==> src/hdl/mi3_pkg.sv <==
`default_nettype none
// ---------------------------------------------------------------------------
// mi3_pkg: shared types and widths of the 3x3 matrix inverse
// Word formats, derived datapath widths, pipeline depths and the item types
// of the request, result and internal lane channels.
// ---------------------------------------------------------------------------
package mi3_pkg;

   localparam int WORD_BITS = 32;
   localparam int FRAC_BITS = 16;

   localparam int NUM_LANES = 9;

   // Exact integer widths of the adjugate datapath.
   localparam int PROD_BITS = 2 * WORD_BITS;
   localparam int COF_BITS  = 2 * WORD_BITS + 1;
   localparam int TERM_BITS = 3 * WORD_BITS + 2;
   localparam int DET_BITS  = 3 * WORD_BITS + 3;
   localparam int DEN_BITS  = DET_BITS;

   // Quotient bits produced by the divider, one per stage.
   localparam int Q_BITS   = WORD_BITS + 1;
   localparam int NUM_BITS = COF_BITS + 2 * FRAC_BITS;
   localparam int HI_BITS  = NUM_BITS - Q_BITS;
   localparam int CMP_BITS = (HI_BITS > DEN_BITS) ? HI_BITS : DEN_BITS;
   localparam int REM_BITS = DEN_BITS + 1;

   localparam logic [Q_BITS:0] LIM_NEG = (Q_BITS + 1)'(1) << (WORD_BITS - 1);
   localparam logic [Q_BITS:0] LIM_POS = LIM_NEG - (Q_BITS + 1)'(1);

   localparam int FRONT_STAGES = 6;
   localparam int LANE_STAGES  = Q_BITS + 2;
   localparam int PIPE_STAGES  = FRONT_STAGES + LANE_STAGES;

   typedef struct packed {
      logic signed [WORD_BITS-1:0] m00;
      logic signed [WORD_BITS-1:0] m01;
      logic signed [WORD_BITS-1:0] m02;
      logic signed [WORD_BITS-1:0] m10;
      logic signed [WORD_BITS-1:0] m11;
      logic signed [WORD_BITS-1:0] m12;
      logic signed [WORD_BITS-1:0] m20;
      logic signed [WORD_BITS-1:0] m21;
      logic signed [WORD_BITS-1:0] m22;
   } req_type;

   typedef struct packed {
      logic signed [WORD_BITS-1:0] inv00;
      logic signed [WORD_BITS-1:0] inv01;
      logic signed [WORD_BITS-1:0] inv02;
      logic signed [WORD_BITS-1:0] inv10;
      logic signed [WORD_BITS-1:0] inv11;
      logic signed [WORD_BITS-1:0] inv12;
      logic signed [WORD_BITS-1:0] inv20;
      logic signed [WORD_BITS-1:0] inv21;
      logic signed [WORD_BITS-1:0] inv22;
      logic                        singular;
      logic                        saturated;
   } rsp_type;

   typedef struct packed {
      logic [NUM_LANES-1:0][COF_BITS-1:0] mag;
      logic [NUM_LANES-1:0]               neg;
      logic [DEN_BITS-1:0]                den;
      logic                               zero;
   } front_res_type;

   typedef struct packed {
      logic [WORD_BITS-1:0] value;
      logic                 sat;
   } lane_res_type;

endpackage
`default_nettype wire

==> src/hdl/mi3_merge.sv <==
`default_nettype none
// ---------------------------------------------------------------------------
// mi3_merge: result assembly and output buffering
// Combines the nine lane results with the singular flag and holds the item
// in an output register backed by one skid register.
// ---------------------------------------------------------------------------
module mi3_merge import mi3_pkg::*; (
   input  wire logic                            clock,
   input  wire logic                            reset,
   input  wire logic                            in_valid,
   input  wire lane_res_type [NUM_LANES-1:0]    lane_res,
   input  wire logic                            zero,
   output      logic                            advance,
   output      logic                            rsp_valid,
   input  wire logic                            rsp_ready,
   output      rsp_type                         rsp_data
);

   rsp_type item;
   rsp_type rsp_in, rsp_ff, skid_in, skid_ff;
   logic    rsp_valid_in, rsp_valid_ff, skid_valid_in, skid_valid_ff;
   logic    take, incoming, any_sat;
   logic [NUM_LANES-1:0][WORD_BITS-1:0] val;

   always_comb begin
      any_sat = 1'b0;
      for (int k = 0; k < NUM_LANES; k++) begin
         val[k]  = zero ? '0 : lane_res[k].value;
         any_sat = any_sat | lane_res[k].sat;
      end
      item.inv00     = val[0];
      item.inv01     = val[1];
      item.inv02     = val[2];
      item.inv10     = val[3];
      item.inv11     = val[4];
      item.inv12     = val[5];
      item.inv20     = val[6];
      item.inv21     = val[7];
      item.inv22     = val[8];
      item.singular  = zero;
      item.saturated = any_sat & ~zero;
   end

   assign advance  = ~skid_valid_ff;
   assign take     = rsp_valid_ff & rsp_ready;
   assign incoming = advance & in_valid;

   always_comb begin
      rsp_in        = rsp_ff;
      rsp_valid_in  = rsp_valid_ff;
      skid_in       = skid_ff;
      skid_valid_in = skid_valid_ff;
      if (skid_valid_ff) begin
         if (take) begin
            rsp_in        = skid_ff;
            skid_valid_in = 1'b0;
         end
      end else if (incoming) begin
         if (!rsp_valid_ff || take) begin
            rsp_in       = item;
            rsp_valid_in = 1'b1;
         end else begin
            skid_in       = item;
            skid_valid_in = 1'b1;
         end
      end else if (take) begin
         rsp_valid_in = 1'b0;
      end
   end

   always_ff @(posedge clock) begin
      rsp_ff  <= rsp_in;
      skid_ff <= skid_in;
      if (reset) begin
         rsp_valid_ff  <= 1'b0;
         skid_valid_ff <= 1'b0;
      end else begin
         rsp_valid_ff  <= rsp_valid_in;
         skid_valid_ff <= skid_valid_in;
      end
   end

   assign rsp_valid = rsp_valid_ff;
   assign rsp_data  = rsp_ff;

endmodule
`default_nettype wire

==> config.mk <==
export PLATFORM = sky130hd
export DESIGN_NAME = mi3_merge
export DESIGN_NICKNAME = d
export VERILOG_FILES = /design/src/hdl/mi3_pkg.sv /design/src/hdl/mi3_merge.sv
export SDC_FILE = /design/constraint.sdc
export NUM_CORES = 1
export LEC_CHECK = 0
export ABC_AREA = 1
export BUFFER_PORTS_ARGS = -buffer_cell sky130_fd_sc_hd__buf_4
export CORE_ASPECT_RATIO = 1.4
export CORE_MARGIN = 2
export CORE_UTILIZATION = 35
export DETAILED_ROUTE_END_ITERATION = 12
export GPL_TIMING_DRIVEN = 0
export PLACE_DENSITY = 0.57
export SLEW_MARGIN = 10
export SYNTH_ARGS = -nofsm -noshare
export SYNTH_HDL_FRONTEND = slang
export SYNTH_SLANG_ARGS = --single-unit
==> constraint.sdc <==
create_clock -name clock -period 16.4 [get_ports clock]
set_input_delay 0.82 -clock clock [delete_from_list [all_inputs] [get_ports clock]]
set_output_delay 0.82 -clock clock [all_outputs]
set_load 0.02 [all_outputs]
=== Word-level counts from Yosys, hierarchy flattened ===
Index checks and enable logic that the tools add are counted.
W data, S select, Z words.

* Bits in registers: 582
* Input port bits: 302
* Output and inout port bits: 292
* Word-level logic and storage cells: 68

* Eq/ne operators: 2
* Mux-type cells: 20
* Bitwise gates (word level): 14
* Reductions and logical operators: 8

{| class="wikitable"
|+ Operators by type and width
! operator !! count
|-
| $mux W290 || 4
|-
| $mux W32 || 9
|-
| $reduce_and A3 Y1 || 3
|-
| $or A1 B1 Y1 || 8
|-
| $mux W1 || 7
|-
| $reduce_bool A2 Y1 || 3
|-
| $ne A2 B1 Y1 const B || 2
|-
| $and A1 B1 Y1 || 3
|-
| $not A1 Y1 || 3
|-
| $logic_not A1 Y1 || 1
|-
| $logic_or A1 B1 Y1 || 1
|}

=== Longest topological paths before layout ===
* Word-level depth: 12
* Gate-level depth with buffers: 6
* Depth with buffers taken out: 6

=== Worst setup path before layout ===
OpenSTA, ideal clock, no wires.

* Path kind: input-to-reg
* Start: in in_valid
* End: reg rsp_ff (netlist bit rsp_data[0]) (enable)
* Arrival time: 13.061 ns
* Required time: 15.451 ns
* Setup slack: 2.390 ns
* Stages: 4
* Cells stage by stage: nand2_1 o21ai_0 inv_1 nor2_1

* Word-level cells in the longest chain between the ends: 3

{| class="wikitable"
|+ Ends and longest elaborated chain
! element !! RTL line !! source
|-
| from (decl) || mi3_merge.sv:10 || <nowiki>input wire logic in_valid,</nowiki>
|-
| $and A1 B1 Y1 || mi3_merge.sv:46 || <nowiki>assign incoming = advance & in_valid;</nowiki>
|-
| $reduce_bool A2 Y1 (no source line) || - ||
|-
| $reduce_and A3 Y1 (no source line) || - ||
|-
| to (signal assigned) || mi3_merge.sv:72 || <nowiki>rsp_ff <= rsp_in;</nowiki>
|-
| to (decl) || mi3_merge.sv:20 || <nowiki>rsp_type rsp_in, rsp_ff, skid_in, skid_ff;</nowiki>
|}

Every way passes these cells.
A chain may end at the register's enable or synchronous reset.

=== Worst setup path in the final report ===
* Start: reg skid_valid_ff
* End: reg rsp_ff (netlist bit rsp_data[118]) (enable)

* Word-level cells in the longest chain between the ends: 4

{| class="wikitable"
|+ Ends and longest elaborated chain
! element !! RTL line !! source
|-
| from (decl) || mi3_merge.sv:21 || <nowiki>logic rsp_valid_in, rsp_valid_ff, skid_valid_in, skid_valid_ff;</nowiki>
|-
| from (signal assigned) || mi3_merge.sv:79 || <nowiki>skid_valid_ff <= skid_valid_in;</nowiki>
|-
| $not A1 Y1 (no source line) || - ||
|-
| $and A1 B1 Y1 || mi3_merge.sv:46 ||
|-
| $reduce_bool A2 Y1 (no source line) || - ||
|-
| $reduce_and A3 Y1 (no source line) (*) || - ||
|}

Every way passes the cells marked *; elsewhere a longest branch is shown, timed or not.

==> flow_summary_export.csv <==
group,metric,value,unit
power_and_ir_drop,p_leak,14.4,nW
global_routing,grt_usage,0.186,
power_and_ir_drop,ir_worst_vdd,0.0857,mV
setup_path,slowest_delay,530,ps
yosys,synth_area_leaders,"edfxtp_1, nand2_1, inv_1, nor2_1, nor2_2",
power_and_ir_drop,seq_power_share,0.514,
die,io_pins,594,
yosys,synth.yosys.warnings,0,
layout,area_growth,32.0,%
cts,cts.clk_slew.worst_paths,60,ps
cts,cts_setup_buffers,0,
die,rows,113,
yosys,synth_top_family_by_area,"simple AND/OR/NAND/NOR gates",
timing,fin_skew,18.7,ps
die,die_area,70300,um^2
yosys,synth_compound_area_frac,0.00115,
timing,holdWs,370,ps
layout,layout_common_cells,"nand2_1, buf_4, edfxtp_1",
drt,drc,0,
cts,cts_resized,0,
global_routing,grt_pass1_vias,17073,
min_path,hold_path.class,"input pin to flop",
yosys,syn_area_per_cell,11.1,um^2
yosys,muxShareOfSynthArea,0,
timing,hold_viol,0,
timing,rsz0062_at_grt,"no",
power_and_ir_drop,p_total,0.00343,W
layout,nets,3119,
yosys,synth_fa_ha_area_frac,0,
cts,cts_buffers,56,
cts,cts-root-buf,"clkbuf_16",
drt,drtAntennaViolNets,0,
setup_path,cp-start-kind,"flop",
power_and_ir_drop,comb_power_share,0.125,
timing,slew_headroom,0.555,
drt,vias,16542,
cts,clockBufferDepth,3,
setup_path,critPathMaxFanout,28,
drt,drtIter0Drc,1077,
yosys,synth_top_area_frac,0.731,
global_routing,grt-ovfl-total,0,
die,start_util,0.353,
die,die_w,225,um
yosys,synthCells,2151,
yosys,synth_xor_area_frac,0,
setup_path,cpMostUsedCell,"buf_12",
timing,timing.setup.tns,0,ps
cts,cts_tree,"built",
cts,clkLatencyLatePin,620,ps
setup_path,cp-end-kind,"flop",
global_routing,grt_pass1_wl,99500,um
place,place_area,29700,um^2
drt,drtPass1Iterations,5,
place,hpwlAfterDp,49000,um
timing,period_share,0.191,
timing,setup_viol,0,
timing,worst_pin_slew,667,ps
global_routing,antenna_found_initial,7,
setup_path,cpMaxStageDelayCell,"nor2_4",
place,gp_congestion,0.850,
yosys,ys_seq_elements,582,
power_and_ir_drop,switching_share,0.246,
cts,ctsHoldBuffers,0,
timing,report.final.slew_viol_count,0,
layout,layout-drive-gt1-share,0.306,
global_routing,grt_max_degree,97,
yosys,synth_area,23800,um^2
power_and_ir_drop,p_int,0.00259,W
cts,clock_sink_count,582,
setup_path,criticalPathCategory,"flop to flop",
drt,wl_per_cell,17.9,um
yosys,synth_fp_nets,2453,
yosys,synth-simple-area-share,0.197,
timing,max_freq,319,MHz
power_and_ir_drop,p_sw,0.000843,W
setup_path,cp.required,16700,ps
yosys,synth.distinct_cells,18,
place,io_buffers,593,
yosys,yosys.area.top_type,"edfxtp_1",
flow_run,drv_cap,0,
layout,layout_commonest_cell,"nand2_1",
yosys,yosysSeqAreaShare,0.732,
cts,h-tree-depth,2,
die,die_h,313,um
setup_path,path_cells,"buf_2 > inv_2 > buf_2 > o21ai_0 > inv_1 > nor2_4 > buf_16 > buf_12 > buf_12 > buf_16 > buf_12",
die,core,67600,um^2
setup_path,crit_arrival,3440,ps
drt,wl,66600,um
timing,period_needed,3140,ps
drt,avgViaCountPerCell,4.44,
layout,fin_area,31500,um^2
power_and_ir_drop,pwr_density_cell,109,nW/um^2
run_status,status,"completed",
power_and_ir_drop,pwr-share-clk,0.361,
worst paths after layout:
check                                      to  slack (ps)  cells past startpoint          start
worst min-delay path            skid_valid_ff         370                      2          reset
worst max register to register  rsp_data[118]       13260                     11  skid_valid_ff
worst max-delay path            rsp_data[118]       13260                     11  skid_valid_ff
worst min register to register  rsp_data[188]         510                      2   skid_ff[188]
per-stage QoR:
step | worst slack (ps) | utilization | std cells
2_1_floorplan | 2390 | - | 2151
3_3_place_gp | -4860 | 0.435 | 3606
3_5_place_dp | 13220 | 0.440 | 3621
4_1_cts | 13240 | 0.465 | 3724
5_1_grt | 13070 | 0.466 | 3727
6_report | 13260 | 0.466 | 3728
critical path, delay by kind of cell (launching register included):
family          cells  cell delay, ps
flops               1             300
buf+inv             9            1610
simple gates        1             530
compound gates      1             300
layer usage:
layer / wire length, um / GRT usage / up-vias
met5: 17 / 0 / -
met4: 1850 / 0.0616 / 4
met3: 5320 / 0.0574 / 99
met2: 34100 / 0.332 / 540
met1: 25300 / 0.210 / 7791
li1: - / - / 8108
state kept, by name, indices dropped and copies added (netlist names):
name / flops
skid_ff: 290
rsp_valid: 1
skid_valid_ff: 1
rsp_data: 290
power by group through the flow:
stage                     Combinational [W]  Clock, W  Sequential [W]
after global routing               0.000465   0.00133         0.00177
after global placement             0.000413         0         0.00184
final                              0.000429   0.00124         0.00176
after detailed placement           0.000434         0         0.00179
after CTS                          0.000435   0.00128         0.00176
after floorplan                    0.000128         0         0.00190
logic make-up (layout without fill, tap and decap cells):
group,after synthesis,in the layout
compound gates,5,5
other cells,0,4
flops,582,582
simple gates,1170,1170
buf+inv,394,1105
synth_stat cells (all sizes together):
master / count
nand3: 2
nand2: 873
inv: 297
o21ai: 2
clkbuf: 6
and2: 1
nor2: 294
buf: 91
a21oi: 2
dfxtp: 2
o21bai: 1
edfxtp: 580
layout make-up:
| cell class | instances | area, um^2 |
|---|---|---|
| inverter | 297 | 1120 |
| timing repair buffer | 608 | 4800 |
| multi-input combinational | 1175 | 4730 |
| clock inverter | 35 | 250 |
| antenna | 4 | 10.0 |
| sequential | 582 | 17500 |
| fill | 6381 | 36100 |
| tap | 862 | 1080 |
| buffer | 97 | 551 |
| clock buffer | 68 | 1470 |
(Power assumes the default switching activity.)
